--- src/rtl/tcw_pkg.sv ---
// Package of the text console: payload structs, command codes, character constants
// and the memory request struct. No dependencies.
package tcw_pkg;

	localparam int DEF_COLS = 80;
	localparam int DEF_ROWS = 25;

	localparam int CELL_W = 16;
	localparam int CUR_W  = 11;
	// Address width of the memory request; covers the largest screen (32 x 128).
	localparam int MEM_AW = 12;

	localparam logic [7:0] CH_NEWLINE   = 8'd10;
	localparam logic [7:0] CH_SPACE     = 8'd32;
	localparam logic [7:0] DEF_ATTR_RST = 8'd15;

	typedef enum logic [1:0] {
		CMD_PUT   = 2'd0,
		CMD_BKSP  = 2'd1,
		CMD_CLEAR = 2'd2,
		CMD_READ  = 2'd3
	} cmd_t;

	typedef struct packed {
		cmd_t       cmd;
		logic [7:0] char_code;
		logic [7:0] attribute;
		logic       use_cursor;
		logic [6:0] column;
		logic [4:0] row_index;
	} tcw_in_t;

	typedef struct packed {
		logic [CUR_W-1:0] cursor_pos;
		logic [7:0]       read_char;
		logic [7:0]       read_attr;
		logic             scrolled;
		logic             status;
	} tcw_out_t;

	typedef struct packed {
		logic              we;
		logic [MEM_AW-1:0] waddr;
		logic [CELL_W-1:0] wdata;
		logic              re;
		logic [MEM_AW-1:0] raddr;
	} mem_req_t;

endpackage

--- src/rtl/tcw_ctrl.sv ---
// Command sequencer of the text console: cursor, memory walks and the result register.
// Depends on tcw_pkg; drives the request port of tcw_cell_mem.
module tcw_ctrl #(
	parameter int COLS = tcw_pkg::DEF_COLS,
	parameter int ROWS = tcw_pkg::DEF_ROWS
) (
	input  logic                       clk,
	input  logic                       arst_n,
	input  logic                       cmd_valid,
	output logic                       cmd_ready,
	input  tcw_pkg::tcw_in_t           cmd_data,
	output logic                       rsp_valid,
	input  logic                       rsp_ready,
	output tcw_pkg::tcw_out_t          rsp_data,
	input  logic [7:0]                 default_attr,
	output tcw_pkg::mem_req_t          mem_req,
	input  logic [tcw_pkg::CELL_W-1:0] mem_rd_data
);
	import tcw_pkg::*;

	localparam int CELLS  = ROWS * COLS;
	localparam int ADDR_W = $clog2(CELLS);
	localparam int LW     = ADDR_W + 1;
	localparam int ROW_W  = $clog2(ROWS);
	localparam int RW1    = ROW_W + 1;
	localparam int COL_W  = $clog2(COLS);
	localparam int COL_CW = 8;
	localparam int ROW_CW = 6;

	typedef enum logic [2:0] {
		ST_INIT,
		ST_IDLE,
		ST_EXEC,
		ST_RESP,
		ST_MOVE,
		ST_FILL
	} state_t;

	state_t            state_q;
	tcw_in_t           item_q;
	logic [ROW_W-1:0]  cur_row_q;
	logic [COL_W-1:0]  cur_col_q;
	logic [ADDR_W-1:0] cur_lin_q;
	logic [ADDR_W-1:0] scan_q;
	logic [CELL_W-1:0] fill_cell_q;
	logic              rd_cell_q;
	tcw_out_t          res_q;
	tcw_out_t          out_q;
	logic              out_valid_q;

	logic              slot_free;
	logic              out_load;
	logic              exp_ok, needs_pos, bad, is_nl, scroll, bs_ok, ex_direct;
	logic [ROW_W-1:0]  trow, nrow, brow;
	logic [COL_W-1:0]  tcol, ncol, bcol;
	logic [ADDR_W-1:0] tlin, nlin, blin;
	logic [RW1-1:0]    nrow_w;
	logic [LW-1:0]     nlin_w;
	logic [7:0]        put_attr;
	tcw_out_t          ex_res;
	tcw_out_t          resp_res;

	assign slot_free = !out_valid_q || rsp_ready;
	// The result register takes a new result straight from the execute cycle or from
	// the response state, whenever the previous one has gone or is leaving.
	assign out_load  = slot_free &&
		(((state_q == ST_EXEC) && ex_direct) || (state_q == ST_RESP));
	assign cmd_ready = (state_q == ST_IDLE);
	assign rsp_valid = out_valid_q;
	assign rsp_data  = out_q;

	// Decode of the held item: target cell, next cursor, scroll and backspace step.
	always_comb begin
		exp_ok    = ({1'b0, item_q.column} < COL_CW'(COLS)) &&
			({1'b0, item_q.row_index} < ROW_CW'(ROWS));
		needs_pos = (item_q.cmd == CMD_PUT) || (item_q.cmd == CMD_READ);
		bad       = needs_pos && !item_q.use_cursor && !exp_ok;
		is_nl     = (item_q.char_code == CH_NEWLINE);
		put_attr  = (item_q.attribute == 8'd0) ? default_attr : item_q.attribute;

		if (item_q.use_cursor) begin
			trow = cur_row_q;
			tcol = cur_col_q;
			tlin = cur_lin_q;
		end else begin
			trow = item_q.row_index[ROW_W-1:0];
			tcol = item_q.column[COL_W-1:0];
			tlin = ADDR_W'(trow) * ADDR_W'(COLS) + ADDR_W'(tcol);
		end

		if (is_nl) begin
			ncol   = '0;
			nrow_w = RW1'(trow) + RW1'(1);
			nlin_w = LW'(tlin) - LW'(tcol) + LW'(COLS);
		end else if (tcol == COL_W'(COLS - 1)) begin
			ncol   = '0;
			nrow_w = RW1'(trow) + RW1'(1);
			nlin_w = LW'(tlin) + LW'(1);
		end else begin
			ncol   = tcol + COL_W'(1);
			nrow_w = RW1'(trow);
			nlin_w = LW'(tlin) + LW'(1);
		end

		scroll = (nrow_w == RW1'(ROWS));
		if (scroll) begin
			nrow = ROW_W'(ROWS - 1);
			nlin = ADDR_W'(nlin_w - LW'(COLS));
		end else begin
			nrow = nrow_w[ROW_W-1:0];
			nlin = nlin_w[ADDR_W-1:0];
		end

		bs_ok = (cur_lin_q != '0);
		blin  = cur_lin_q - ADDR_W'(1);
		if (cur_col_q == '0) begin
			brow = cur_row_q - ROW_W'(1);
			bcol = COL_W'(COLS - 1);
		end else begin
			brow = cur_row_q;
			bcol = cur_col_q - COL_W'(1);
		end

		ex_res            = '0;
		ex_res.cursor_pos = CUR_W'(cur_lin_q);
		ex_direct         = 1'b1;
		unique case (item_q.cmd)
			CMD_PUT: begin
				if (bad) begin
					ex_res.status = 1'b1;
				end else begin
					ex_res.cursor_pos = CUR_W'(nlin);
					ex_res.scrolled   = scroll;
					ex_direct         = !scroll;
				end
			end
			CMD_BKSP: begin
				if (bs_ok) begin
					ex_res.cursor_pos = CUR_W'(blin);
				end
			end
			CMD_CLEAR: begin
				ex_res.cursor_pos = '0;
				ex_direct         = 1'b0;
			end
			CMD_READ: begin
				ex_res.status = bad;
				ex_direct     = bad;
			end
			default: begin
				ex_direct = 1'b1;
			end
		endcase

		resp_res = res_q;
		if (rd_cell_q) begin
			resp_res.read_char = mem_rd_data[7:0];
			resp_res.read_attr = mem_rd_data[15:8];
		end
	end

	// Memory requests by state. The row move reads COLS cells ahead of the write.
	always_comb begin
		mem_req = '0;
		unique case (state_q)
			ST_INIT, ST_FILL: begin
				mem_req.we    = 1'b1;
				mem_req.waddr = MEM_AW'(scan_q);
				mem_req.wdata = fill_cell_q;
			end
			ST_EXEC: begin
				if (item_q.cmd == CMD_PUT && !bad && !is_nl) begin
					mem_req.we    = 1'b1;
					mem_req.waddr = MEM_AW'(tlin);
					mem_req.wdata = {put_attr, item_q.char_code};
				end else if (item_q.cmd == CMD_BKSP && bs_ok) begin
					mem_req.we    = 1'b1;
					mem_req.waddr = MEM_AW'(blin);
					mem_req.wdata = {default_attr, CH_SPACE};
				end else if (item_q.cmd == CMD_READ && !bad) begin
					mem_req.re    = 1'b1;
					mem_req.raddr = MEM_AW'(tlin);
				end
			end
			ST_MOVE: begin
				mem_req.re    = (scan_q != ADDR_W'(CELLS - COLS));
				mem_req.raddr = MEM_AW'(scan_q + ADDR_W'(COLS));
				mem_req.we    = (scan_q != '0);
				mem_req.waddr = MEM_AW'(scan_q - ADDR_W'(1));
				mem_req.wdata = mem_rd_data;
			end
			ST_IDLE, ST_RESP: begin
				mem_req = '0;
			end
			default: begin
				mem_req = '0;
			end
		endcase
	end

	always_ff @(posedge clk or negedge arst_n) begin
		if (!arst_n) begin
			state_q     <= ST_INIT;
			item_q      <= '0;
			cur_row_q   <= '0;
			cur_col_q   <= '0;
			cur_lin_q   <= '0;
			scan_q      <= '0;
			fill_cell_q <= '0;
			rd_cell_q   <= 1'b0;
			res_q       <= '0;
			out_q       <= '0;
			out_valid_q <= 1'b0;
		end else begin
			if (out_load) begin
				out_valid_q <= 1'b1;
			end else if (rsp_ready) begin
				out_valid_q <= 1'b0;
			end
			unique case (state_q)
				ST_INIT: begin
					if (scan_q == ADDR_W'(CELLS - 1)) begin
						scan_q  <= '0;
						state_q <= ST_IDLE;
					end else begin
						scan_q <= scan_q + ADDR_W'(1);
					end
				end
				ST_IDLE: begin
					if (cmd_valid) begin
						item_q  <= cmd_data;
						state_q <= ST_EXEC;
					end
				end
				ST_EXEC: begin
					res_q <= ex_res;
					unique case (item_q.cmd)
						CMD_PUT: begin
							if (!bad) begin
								cur_row_q <= nrow;
								cur_col_q <= ncol;
								cur_lin_q <= nlin;
							end
						end
						CMD_BKSP: begin
							if (bs_ok) begin
								cur_row_q <= brow;
								cur_col_q <= bcol;
								cur_lin_q <= blin;
							end
						end
						CMD_CLEAR: begin
							cur_row_q   <= '0;
							cur_col_q   <= '0;
							cur_lin_q   <= '0;
							fill_cell_q <= {default_attr, CH_SPACE};
						end
						CMD_READ: begin
							rd_cell_q <= !bad;
						end
						default: begin
							rd_cell_q <= 1'b0;
						end
					endcase
					scan_q <= '0;
					if (item_q.cmd == CMD_CLEAR) begin
						state_q <= ST_FILL;
					end else if (item_q.cmd == CMD_PUT && !bad && scroll) begin
						state_q <= ST_MOVE;
					end else if (ex_direct && slot_free) begin
						out_q   <= ex_res;
						state_q <= ST_IDLE;
					end else begin
						state_q <= ST_RESP;
					end
				end
				ST_MOVE: begin
					if (scan_q == ADDR_W'(CELLS - COLS)) begin
						fill_cell_q <= '0;
						state_q     <= ST_FILL;
					end else begin
						scan_q <= scan_q + ADDR_W'(1);
					end
				end
				ST_FILL: begin
					if (scan_q == ADDR_W'(CELLS - 1)) begin
						scan_q  <= '0;
						state_q <= ST_RESP;
					end else begin
						scan_q <= scan_q + ADDR_W'(1);
					end
				end
				ST_RESP: begin
					if (slot_free) begin
						out_q     <= resp_res;
						rd_cell_q <= 1'b0;
						state_q   <= ST_IDLE;
					end
				end
				default: begin
					state_q <= ST_IDLE;
				end
			endcase
		end
	end

endmodule

--- config.mk ---
export PLATFORM = sky130hd
export DESIGN_NAME = tcw_ctrl
export DESIGN_NICKNAME = d
export VERILOG_FILES = /design/src/rtl/tcw_pkg.sv /design/src/rtl/tcw_ctrl.sv
export SDC_FILE = /design/constraint.sdc
export NUM_CORES = 1
export LEC_CHECK = 0
export ABC_AREA = 1
export BUFFER_PORTS_ARGS = -buffer_cell sky130_fd_sc_hd__buf_4
export CORE_UTILIZATION = 53
export CTS_CLUSTER_SIZE = 8
export DETAILED_ROUTE_END_ITERATION = 10
export PLACE_DENSITY = 0.84
export SYNTH_ARGS = -nofsm -noshare
export SYNTH_HDL_FRONTEND = slang
export SYNTH_SLANG_ARGS = --single-unit
export TNS_END_PERCENT = 20
--- constraint.sdc ---
create_clock -name clk -period 3.7 [get_ports clk]
set_input_delay 0.37 -clock clk [delete_from_list [all_inputs] [get_ports clk]]
set_output_delay 0.37 -clock clk [all_outputs]
set_load 0.01 [all_outputs]
# Word-level counts from Yosys, hierarchy flattened

Index checks and enable logic that the tools add are counted.
W data, S select, Z words.

Reductions and logical operators: 40
Order comparisons: 2
Equal/unequal tests: 28
$mul: 1
Muxes and demuxes: 61
$add $sub $neg: 13

Operator list:

| kind                    | number |
|---|---|
| $mux W29                | 6 |
| $pmux W29 S3            | 1 |
| $mux W11                | 7 |
| $pmux W11 S3            | 2 |
| $pmux W29 S2            | 1 |
| $mux W16                | 3 |
| $mux W7                 | 6 |
| $mux W13                | 3 |
| $pmux W16 S2            | 1 |
| $pmux W13 S2            | 1 |
| $mux W5                 | 5 |
| $add A11 B1 Y11 const B | 2 |
| $eq A11 B11 Y1 const B  | 2 |
| $ne A2 B2 Y1 const B    | 11 |
| $reduce_bool A11 Y1     | 2 |
| $mux W3                 | 7 |
| $pmux W7 S3             | 1 |
| $pmux W3 S6             | 1 |
| $pmux W5 S3             | 1 |
| $reduce_and A5 Y1       | 3 |
| $add A11 B7 Y12 const B | 1 |
| $mux W6                 | 2 |
| $sub A11 B1 Y12 const B | 1 |
| $add A11 B7 Y11         | 1 |
| other kinds (39)        | 74 |

Bits in registers: 117
Input bits: 59
Logic and storage cells: 166
Output and inout port bits: 73

# Logic depth before layout (Yosys ltp)

Gate-level depths: netlist of run 1.

Word-level depth: 14
Mapped depth: 29
Depth with buffers taken out: 28

# Worst setup path before layout of run 1

No wires, ideal clock.

Kind: reg-to-reg
From: reg item_q[0] (netlist bit)
To: reg out_q, in the netlist rsp_data[28]
Setup slack: 266 ps
Arrival time: 3318 ps
Setup time: 116 ps
Cell stages (with the launch flop): 25
Data required time: 3584 ps
Buffers on the path: 0
Period minus slack after synthesis: 3434 ps
Cell sequence: dfrtp_1 ha_1 fa_1 xor2_1 nand2_1 nand2_1 inv_1 ha_1 inv_1 ha_1 nand2_1 inv_1 nand2_1 nand3_1 or2_2 nand2_1 nand2_1 nand2_1 nand2_1 nor2_1 nand3_1 nand3_1 nand3_1 nand2_1 nand2_1

Cells in the longest elaborated chain, start to end: 14
Elaborated cells between the ends (all ways): 34
Classes of those cells: add/sub (6); mul (1); order compare (1); eq/ne (3); mux (14); reduce/logical (9)

Ends and longest elaborated chain:

| item                   | RTL line        | RTL |
|---|---|---|
| from (decl)            | tcw_ctrl.sv:40  | `tcw_in_t item_q;` |
| from (signal assigned) | tcw_ctrl.sv:231 | `item_q <= cmd_data;` |
| $mul A5 B3 Y7          | tcw_ctrl.sv:88  | `tlin = ADDR_W'(trow) * ADDR_W'(COLS) + ADDR_W'(tcol);` |
| $add A11 B7 Y11        | tcw_ctrl.sv:88  |  |
| $mux W11               | tcw_ctrl.sv:81  | `if (item_q.use_cursor) begin` |
| $sub A11 B7 Y11        | tcw_ctrl.sv:94  | `nlin_w = LW'(tlin) - LW'(tcol) + LW'(COLS);` |
| $add A11 B7 Y11        | tcw_ctrl.sv:94  |  |
| $mux W11               | tcw_ctrl.sv:91  | `if (is_nl) begin` |
| $sub A11 B7 Y11        | tcw_ctrl.sv:108 | `nlin = ADDR_W'(nlin_w - LW'(COLS));` |
| $mux W11               | tcw_ctrl.sv:106 | `if (scroll) begin` |
| $mux W11               | tcw_ctrl.sv:129 | `if (bad) begin` |
| $pmux W11 S3           | -               |  |
| $mux W29               | tcw_ctrl.sv:270 | `end else if (ex_direct && slot_free) begin` |
| $mux W29               | tcw_ctrl.sv:268 | `end else if (item_q.cmd == CMD_PUT && !bad && scroll) begin` |
| $mux W29               | tcw_ctrl.sv:266 | `if (item_q.cmd == CMD_CLEAR) begin` |
| $pmux W29 S2           | tcw_ctrl.sv:220 | `unique case (state_q)` |
| to (signal assigned)   | tcw_ctrl.sv:271 | `out_q <= ex_res;` |
| to (signal assigned)   | tcw_ctrl.sv:295 | `out_q <= resp_res;` |
| to (decl)              | tcw_ctrl.sv:48  | `tcw_out_t out_q;` |

Parallel ways exist; a longest one is shown, timed or not. The select of a mux whose other input is x is not followed.
A chain may end at the register's enable or synchronous reset.

==> flow_summary_export.csv, run 1 <==
group,metric,value,unit
power_and_ir_drop,combPwrFrac,0.723,
logic_synthesis,ys_warn_count,0,
global_route,first_global_vias,8314,
logic_synthesis,synth_top_area_share,0.3137,
global_route,grt.overflow.total,0,
power_and_ir_drop,p_int,5.339,mW
die,rows,46,
finish,synthToLayoutAreaGrowth,20.79,%
die,io_pins,132,
clock_tree,cts_buffer_depth,2,
job,maxCapViolCount,0,
logic_synthesis,ys.flop_type,"dfrtp_1",
power_and_ir_drop,p_leak,5.319,nW
logic_synthesis,synth.avg_cell_area,7.014,µm²
logic_synthesis,synth_edf_count,0,
die,die_w,130.7,µm
finish,final_common_cell,"nand2_1",
setup_path,crit_path_start_kind,"register",
drt,vias,9454,
die,start_util,0.5484,
clock_tree,worst_skew_pair.late_latency,0.37,ns
setup_path,path_max_fanout,5,
drt,wirelength,29030,µm
place,gp_congestion,1.021,
setup_path,cp.required,3.33,ns
finish,diodes,0,
logic_synthesis,ys_seq_area_frac,0.3137,
power_and_ir_drop,p_sw_frac,0.5381,
drt,first_pass_iters,6,
die,core_area,16000,µm²
power_and_ir_drop,p_per_area,1091,nW/µm²
logic_synthesis,synth-seq-cells,110,
logic_synthesis,ys_async_sr_fraction,1.000,
finish,drive_gt1_frac,0.2272,
drt,ant_nets,0,
finish,regArea,2756,µm²
global_route,track_usage,0.3408,
sta,grt_setup_unrepaired,"yes",
power_and_ir_drop,p_clk_frac,0.091,
sta,fin_crit,3.596,ns
sta,max_slew_margin,0.4496,
sta,setup_viol,0,
clock_tree,cts_sinks,110,
finish,fin_nets,1494,
run_status,outcome,"complete, no violations",
logic_synthesis,synth_nets,1355,
setup_path,r2r-start,"item_q[12]",
power_and_ir_drop,switchingPower,6.220,mW
place,io_buffer_count,131,
power_and_ir_drop,pwr-share-seq,0.186,
finish,fin_area,10600,µm²
setup_path,path_class,"reg -> out",
clock_tree,cts_buffers,9,
sta,drv_slew,0,
global_route,grt_pass1_wl,43880,µm
finish,multi_input_comb_area,5259,µm²
place,dpl_cell_area,10040,µm²
global_route,grt_max_degree,60,
die,dieArea,17070,µm²
clock_tree,path_clk_slew,0.08,ns
logic_synthesis,synth_cell_types,56,
sta,setup_tns,0,ns
sta,finalHoldViolCount,0,
clock_tree,cts_hold_buf,0,
finish,nFillCells,1407,
logic_synthesis,synth_area,8775,µm²
logic_synthesis,netlist_top_cells_area,"dfrtp_1 31%, nand2_1 12%, nand3_1 7.4%",
clock_tree,h-tree-depth,3,
hold_path,hold_class,"in -> async",
logic_synthesis,yosys.area.top_type,"dfrtp_1",
clock_tree,cts_tree,"yes",
sta,finalHoldWorstSlack,0.1081,ns
sta,worstMarginPinSlew,0.8257,ns
power_and_ir_drop,ir_worst_vdd,542.7,µV
sta,period_share,0.9718,
clock_tree,root_buffer,"clkbuf_16",
setup_path,cp-end-kind,"primary output",
logic_synthesis,syn_inst,1251,
drt,post_drt_wl_per_cell,18.02,µm
drt,drc_errors,0,
sta,fin_worst_skew,0.01465,ns
global_route,antenna_found_initial,0,
drt,drt-initial-drc-count,1293,
sta,fmax,278.1,MHz
setup_path,critical_path.startpoint,"item_q[1]",
drt,via_per_inst,5.868,
die,dieHeight,130.7,µm
setup_path,crit_arrival,3.23,ns
place,hpwlAfterDp,22340,µm
finish,final_cell_mix,"272 x nand2_1, 167 x buf_4, 161 x inv_1",
-- per-layer routing --
metal  wire [µm]  global-route usage  vias to the layer above
met5           0                   0                        -
met4         986              0.1325                        0
met3        2890             0.06026                       79
met2       12880              0.5173                      577
met1       12280              0.4824                     4349
li1            -                   -                     4449
-- critical path, stage by stage (launching register included) --
cell and delay [ns]:
dfrtp_1 0.41, buf_4 0.17, ha_1 0.30, ha_2 0.20, fa_1 0.43, xor2_2 0.19
nand3_1 0.11, inv_1 0.07, nand2_1 0.06, nand2_1 0.07, nand2_1 0.11, nand2_2 0.16
nand2_1 0.07, o211ai_1 0.13, o221ai_1 0.20, buf_4 0.18
-- registers in the layout (all words and copies together), names as in the netlist --
register and count:
cur_col_q 7, cur_row_q 5, fill_cell_q 9, res_q 13, state_q 3, rsp_data 29
item_q 31, rsp_valid 1, scan_q 11, rd_cell_q 1
-- metrics by stage --
stage	setup slack [ns]	total power, mW	cells	utilization
floorplan	0.2657	7.542	1251	-
global placement	0.09202	9.554	1588	0.6272
detailed placement	0.01175	9.747	1588	0.6272
CTS	0.01868	10.86	1604	0.6477
global route	-0.06303	12.52	1611	0.6624
finish	0.1044	11.56	1611	0.6624
-- final cells by class --
type,count,share of cell area
tap,216,0.02550
clock buffer,9,0.02125
timing repair buffer,171,0.1250
sequential,110,0.2601
clock inverter,7,0.009444
inverter,175,0.06257
multi-input combinational,923,0.4962
-- cell usage after synthesis, types with 14 or more instances --
cell type	number
o211ai_1	14
nor3_1	14
o22ai_1	17
nand2_2	37
ha_1	42
o21ai_0	86
nand4_1	20
nand2_1	279
clkbuf_1	30
nor2_1	104
inv_1	166
o21ai_2	20
dfrtp_1	110
nand3_1	129
a21oi_1	51
-- repair_timing --
item,CTS,global route
endpoints found under the setup margin,2,46
endpoints found under the hold margin,0,0
buffers inserted,0,7
pin swaps,0,9
resized for setup,1,45
-- path summary, 6_finish.rpt --
check / end / slack, ns / depth (start not counted)
min reg2reg: res_q[1] / 0.49 / 2
max: mem_req[39] / 0.10 / 15
max in group asynchronous: item_q[12] / 2.81 / 2
max reg2reg: rsp_data[27] / 0.21 / 21
min in group clk: item_q[6] / 0.23 / 2
min: rsp_data[28] / 0.11 / 1
-- kinds of logic after synthesis --
logic type | count (synthesis) | share of synthesized area
simple gates | 607 | 0.3100
compound gates | 241 | 0.1705
buf+inv | 218 | 0.1054
flops | 110 | 0.3137
fa+ha+maj | 45 | 0.06673
xor+xnor | 17 | 0.01697
mux | 13 | 0.01668
-- power groups by stage --
stage | registers, mW | clock network [mW] | logic [mW]
after floorplan | 2.03 | 0 | 5.51
after global placement | 2.09 | 0 | 7.46
after detailed placement | 2.12 | 0 | 7.63
after CTS | 2.11 | 1.06 | 7.69
after global routing | 2.20 | 1.10 | 9.22
final | 2.15 | 1.05 | 8.36
Note: power is estimated with default switching activity, not from simulation.
==> run 2: changes to the inputs <==
Settings changed: ABC_AREA 1 to unset, PLACE_DENSITY 0.84 to unset, PLACE_DENSITY_LB_ADDON set to 0.15.
==> flow_summary_export.csv, run 2 <==
group,metric,value,unit
clock_tree,cts_buffer_depth,2,
sta,finalHoldViolCount,0,
place,pre_cts_ws,-0.2047,ns
setup_path,r2r-start,"item_q[0]",
setup_path,crit_arrival,4.07,ns
logic_synthesis,synth_edf_count,0,
hold_path,hold_class,"in -> reg",
die,die_w,128.0,µm
finish,finalNonFillerCells,1363,
drt,drt-initial-drc-count,764,
logic_synthesis,syn_inst,973,
logic_synthesis,ys_warn_count,0,
logic_synthesis,yosys-top-cells-count,"110 x dfrtp_1, 84 x o21ai_0, 75 x nand2_1",
sta,setup_tns,-0.2967,ns
job,maxCapViolCount,0,
setup_path,path_max_fanout,3,
hold_path,hold_start,"cmd_data[12]",
power_and_ir_drop,p_int,1.717,mW
die,dieArea,16370,µm²
global_route,antenna_found_initial,0,
sta,worstMarginPinSlew,0.8758,ns
power_and_ir_drop,combPwrFrac,0.036,
sta,fin_ws,-0.1306,ns
drt,wirelength,26660,µm
die,io_pins,132,
run_status,outcome,"complete, but fails checks",
sta,fin_crit,3.831,ns
logic_synthesis,yosys.area.top_type,"dfrtp_1",
drt,post_drt_wl_per_cell,19.56,µm
logic_synthesis,synth_area,8408,µm²
logic_synthesis,synth.avg_cell_area,8.641,µm²
power_and_ir_drop,switchingPower,543.4,µW
finish,fin_area,10840,µm²
finish,final_common_cell,"buf_4",
finish,diodes,0,
clock_tree,root_buffer,"clkbuf_16",
logic_synthesis,synth-seq-cells,110,
logic_synthesis,synth_nets,1077,
finish,drive_gt1_frac,0.3168,
drt,vias,8355,
logic_synthesis,synth_top_area_share,0.3274,
sta,period_share,1.035,
finish,final_cell_mix,"221 x buf_4, 110 x dfrtp_1, 80 x o21ai_0",
drt,first_pass_iters,6,
run_status,violations,"negative setup slack",
logic_synthesis,synth.most_common_cell,"dfrtp_1",
sta,max_slew_margin,0.4140,
clock_tree,h-tree-depth,3,
logic_synthesis,netlist_top_cells_area,"dfrtp_1 33%, ha_1 6.3%, mux2_2 6.0%",
finish,largest_reg_flops,31,
place,hpwlAfterDp,19640,µm
drt,ant_nets,0,
die,dieHeight,128.0,µm
global_route,grt_max_degree,87,
sta,drv_slew,0,
finish,regMostFlops,"item_q",
die,start_util,0.5490,
sta,fmax,261.1,MHz
clock_tree,cts_tree,"yes",
place,gp_congestion,0.9563,
clock_tree,cts_buffers,9,
setup_path,cp.required,3.94,ns
setup_path,path_class,"reg -> reg",
finish,fin_nets,1251,
logic_synthesis,ys_seq_area_frac,0.3274,
sta,grt_setup_unrepaired,"yes",
power_and_ir_drop,p_clk_frac,0.433,
finish,synthToLayoutAreaGrowth,28.96,%
place,dp_cells,1342,
finish,nFillCells,1228,
power_and_ir_drop,pwr-share-seq,0.531,
global_route,grt_pass1_wl,41120,µm
power_and_ir_drop,ir_worst_vdd,280.1,µV
clock_tree,worst_skew_pair.late_latency,0.37,ns
place,io_buffer_count,131,
global_route,track_usage,0.3269,
setup_path,cp-end-kind,"register",
power_and_ir_drop,p_per_area,208.4,nW/µm²
logic_synthesis,synth_cell_types,79,
setup_path,crit_path_start_kind,"register",
global_route,grt.overflow.total,0,
die,rows,45,
drt,drc_errors,0,
power_and_ir_drop,p_leak,5.065,nW
sta,setup_viol,3,
power_and_ir_drop,p_sw_frac,0.2404,
global_route,first_global_vias,7860,
die,core_area,15310,µm²
clock_tree,path_clk_slew,0.08,ns
place,dpl_cell_area,10150,µm²
clock_tree,cts_sinks,110,
drt,via_per_inst,6.130,
logic_synthesis,ys_async_sr_fraction,1.000,
logic_synthesis,ys.flop_type,"dfrtp_1",
setup_path,critical_path.startpoint,"item_q[0]",
sta,fin_worst_skew,0.01154,ns
run 2: cell count changes in the layout (fill, tap and decap cells not counted), sizes merged, moves of 15 or more:
cell	previous run	this run
nor3	15	39
buf	171	225
a22o	0	18
xnor2	4	25
mux2i	0	15
nand2	318	76
inv	174	58
nand3	132	38
o21ai	115	90
nor2	112	67
mux2	13	46
run 2: power by group through the flow:
| stage | Clock [mW] | Combinational, mW | Sequential, mW |
|---|---|---|---|
| after floorplan | 0 | 0.00101 | 1.23 |
| after global placement | 0 | 0.0812 | 1.22 |
| after detailed placement | 0 | 0.0809 | 1.22 |
| after CTS | 0.995 | 0.0822 | 1.20 |
| after global routing | 1.04 | 0.0891 | 1.20 |
| final | 0.979 | 0.0806 | 1.20 |
run 2: layout make-up:
type,count,area [µm²],share of cell area
inverters,56,210.2,0.01939
flip-flops and latches,110,2753,0.2539
repair buffers,226,1740,0.1605
well taps,211,264.0,0.02435
clock inverters,7,71.32,0.006577
clock buffers,9,225.2,0.02077
multi-input cells,744,5579,0.5145
run 2: worst max-delay path: stages (launching register included):
cell,delay (ns)
dfrtp_1,0.40
buf_6,0.13
ha_4,0.22
ha_2,0.34
nor2_4,0.04
o21a_1,0.19
o31ai_4,0.19
inv_2,0.08
ha_4,0.18
nor3_4,0.16
o2111a_1,0.23
nor3_2,0.06
or4_4,0.42
o221ai_2,0.21
xor2_1,0.13
or4b_4,0.54
nand3_1,0.10
nand3_1,0.07
run 2: per-layer routing:
metal  vias to the layer above  track usage  share of wire  wire, µm
li1                       3914            -              -         -
met1                      3969       0.4291           0.42     11180
met2                       397       0.5144           0.46     12230
met3                        75      0.08139          0.083      2218
met4                         0       0.1370          0.039      1033
met5                         -            0              0         0
run 2: kinds of logic after synthesis:
| logic type | synth area share |
|---|---|
| flops | 0.3274 |
| mux | 0.07946 |
| buf+inv | 0.05774 |
| xor+xnor | 0.05208 |
| simple gates | 0.1810 |
| fa+ha+maj | 0.06964 |
| compound gates | 0.2327 |
run 2: repair_timing:
action	CTS	global route
cloned	0	0
hold buffers	1	0
resized for setup	12	59
setup buffers	2	2
endpoints found under the hold margin	24	0
endpoints found under the setup margin	19	40
pin swaps	5	25
run 2: final timing paths:
| kind | endpoint | slack, ns | cells past startpoint |
|---|---|---|---|
| min in group asynchronous | rsp_data[19] | 0.45 | 2 |
| hold / removal | item_q[12] | 0.20 | 3 |
| hold reg to reg | rsp_data[24] | 0.50 | 1 |
| setup / recovery | rsp_data[28] | -0.13 | 17 |
| max in group asynchronous | item_q[14] | 2.45 | 3 |
| setup reg to reg | rsp_data[28] | -0.13 | 17 |
run 2: metrics by stage:
step | total power [mW] | hold slack, ns | utilization
floorplan | 1.226 | 0.07441 | -
global placement | 1.306 | 0.3112 | 0.6629
detailed placement | 1.306 | 0.3073 | 0.6629
CTS | 2.278 | 0.1961 | 0.6891
global route | 2.329 | 0.2081 | 0.7080
finish | 2.260 | 0.1978 | 0.7080
==> run 3: changes to the inputs <==
Settings changed: CELL_PAD_IN_SITES_DETAIL_PLACEMENT set to 1, CELL_PAD_IN_SITES_GLOBAL_PLACEMENT set to 1, CORE_UTILIZATION 53 to 40.
==> flow_summary_export.csv, run 3 (synthesis results as in run 2) <==
group,metric,value,unit
clock_tree,h-tree-depth,3,
clock_tree,cts_buffer_depth,2,
finish,drive_gt1_frac,0.3308,
sta,finalHoldViolCount,0,
clock_tree,cts_sinks,110,
drt,drt-initial-drc-count,497,
power_and_ir_drop,p_int,1.717,mW
power_and_ir_drop,p_sw_frac,0.2521,
run_status,outcome,"complete, but fails checks",
setup_path,cp-end-kind,"register",
drt,post_drt_wl_per_cell,22.65,µm
drt,ant_nets,0,
sta,period_share,1.100,
sta,setup_tns,-1.686,ns
sta,max_slew_margin,0.2245,
place,dp_cells,1410,
sta,drv_slew,0,
finish,diodes,0,
sta,worstMarginPinSlew,1.157,ns
job,maxCapViolCount,0,
power_and_ir_drop,p_leak,5.203,nW
die,rows,52,
sta,setup_viol,10,
finish,fin_area,11080,µm²
setup_path,path_class,"reg -> reg",
finish,synthToLayoutAreaGrowth,31.82,%
power_and_ir_drop,pwr-share-seq,0.523,
drt,wirelength,32680,µm
clock_tree,cts_buffers,9,
finish,finalNonFillerCells,1443,
clock_tree,path_clk_slew,0.09,ns
sta,grt_setup_unrepaired,"yes",
die,dieArea,21600,µm²
clock_tree,root_buffer,"clkbuf_16",
setup_path,r2r_end,"res_q[28]",
global_route,first_global_vias,8975,
die,io_pins,132,
setup_path,rr_worst_depth,17,
global_route,antenna_found_initial,0,
clock_tree,cts_tree,"yes",
setup_path,crit_path_end,"res_q[28]",
setup_path,r2r_slack,-0.37,ns
power_and_ir_drop,switchingPower,578.9,µW
hold_path,hold_class,"in -> async",
power_and_ir_drop,ir_worst_vdd,243.1,µV
finish,largest_reg_flops,31,
die,start_util,0.4116,
place,dpl_cell_area,10290,µm²
place,io_buffer_count,131,
sta,fin_crit,4.071,ns
setup_path,cp.required,3.95,ns
sta,fin_worst_skew,0.007428,ns
global_route,grt_max_degree,111,
run_status,violations,"negative setup slack",
finish,nFillCells,2388,
drt,drc_errors,0,
setup_path,critical_path.startpoint,"item_q[1]",
setup_path,path_max_fanout,4,
setup_path,crit_path_start_kind,"register",
finish,final_common_cell,"buf_4",
drt,vias,8641,
finish,final_cell_mix,"241 x buf_4, 108 x dfrtp_1, 81 x o21ai_0",
power_and_ir_drop,fin_total_pwr,2.296,mW
setup_path,crit_arrival,4.32,ns
sta,finalHoldWorstSlack,0.06134,ns
drt,via_per_inst,5.988,
die,die_w,147.0,µm
place,hpwlAfterDp,22960,µm
power_and_ir_drop,p_per_area,207.2,nW/µm²
die,dieHeight,147.0,µm
setup_path,r2r-start,"item_q[1]",
power_and_ir_drop,p_clk_frac,0.441,
finish,regMostFlops,"item_q",
power_and_ir_drop,combPwrFrac,0.036,
sta,fmax,245.6,MHz
drt,first_pass_iters,6,
die,core_area,20430,µm²
clock_tree,worst_skew_pair.late_latency,0.37,ns
global_route,track_usage,0.2977,
global_route,grt.overflow.total,0,
global_route,grt_pass1_wl,50100,µm
place,gp_congestion,0.9033,
sta,fin_ws,-0.3709,ns
finish,fin_nets,1272,
run 3: power by group through the flow:
stage               sequential, mW  clock (mW)  combinational (mW)
finish                        1.20        1.01              0.0821
global route                  1.20        1.07              0.0903
CTS                           1.20        1.04              0.0837
detailed placement            1.22           0              0.0834
global placement              1.22           0              0.0824
floorplan                     1.23           0             0.00101
run 3: through the flow:
step                setup WS [ns]    util
global placement          -0.2444  0.5036
CTS                       -0.2311  0.5304
finish                    -0.3709  0.5425
global route              -0.4429  0.5425
detailed placement        -0.3079  0.5036
floorplan                 -0.1280       -
run 3: layer usage:
layer | up-vias | share of wire | GRT usage
met1 | 4382 | 0.44 | 0.3900
met5 | - | 0 | 0
met3 | 59 | 0.055 | 0.05839
met4 | 0 | 0.033 | 0.1010
li1 | 3936 | - | -
met2 | 264 | 0.48 | 0.4905
run 3: what timing repair did:
item	in CTS	in global routing
setup buffers	13	4
endpoints found under the hold margin	0	0
hold buffers	0	0
cloned	1	0
setup endpoints to repair	40	43
resized for setup	33	38
pin swaps	15	20
run 3: layout make-up:
cell class / instances / area (µm²) / share of cell area
clock buffers: 9 / 225.2 / 0.02032
repair buffers: 246 / 1883 / 0.1699
clock inverters: 7 / 66.31 / 0.005983
well taps: 270 / 337.8 / 0.03048
inverters: 56 / 210.2 / 0.01897
multi-input cells: 745 / 5605 / 0.5058
flip-flops and latches: 110 / 2755 / 0.2486
run 3: worst min-delay path by stage:
| stage | startpoint | endpoint | slack, ns | cells past startpoint |
|---|---|---|---|---|
| floorplan | arst_n | cur_col_q[0] | 0.07 | 0 |
| global placement | res_q[0] | res_q[0] | 0.46 | 2 |
| detailed placement | fill_cell_q[5] | fill_cell_q[5] | 0.47 | 1 |
| CTS | arst_n | rsp_data[19] | 0.12 | 2 |
| global route | arst_n | rsp_data[19] | 0.12 | 2 |
| finish | arst_n | rsp_data[19] | 0.06 | 2 |
run 3: worst max-delay path: stages (launching register included):
cell and delay (ns):
dfrtp_1 0.39, buf_4 0.15, buf_4 0.16, ha_4 0.25, a211oi_4 0.37, nor3_2 0.09
o31ai_4 0.26, inv_2 0.09, ha_4 0.17, nor3_2 0.18, o2111a_2 0.27, nor3_2 0.05
or4_4 0.44, o221ai_4 0.25, xor2_2 0.11, or4b_4 0.54, nand3_2 0.09, a31oi_1 0.08
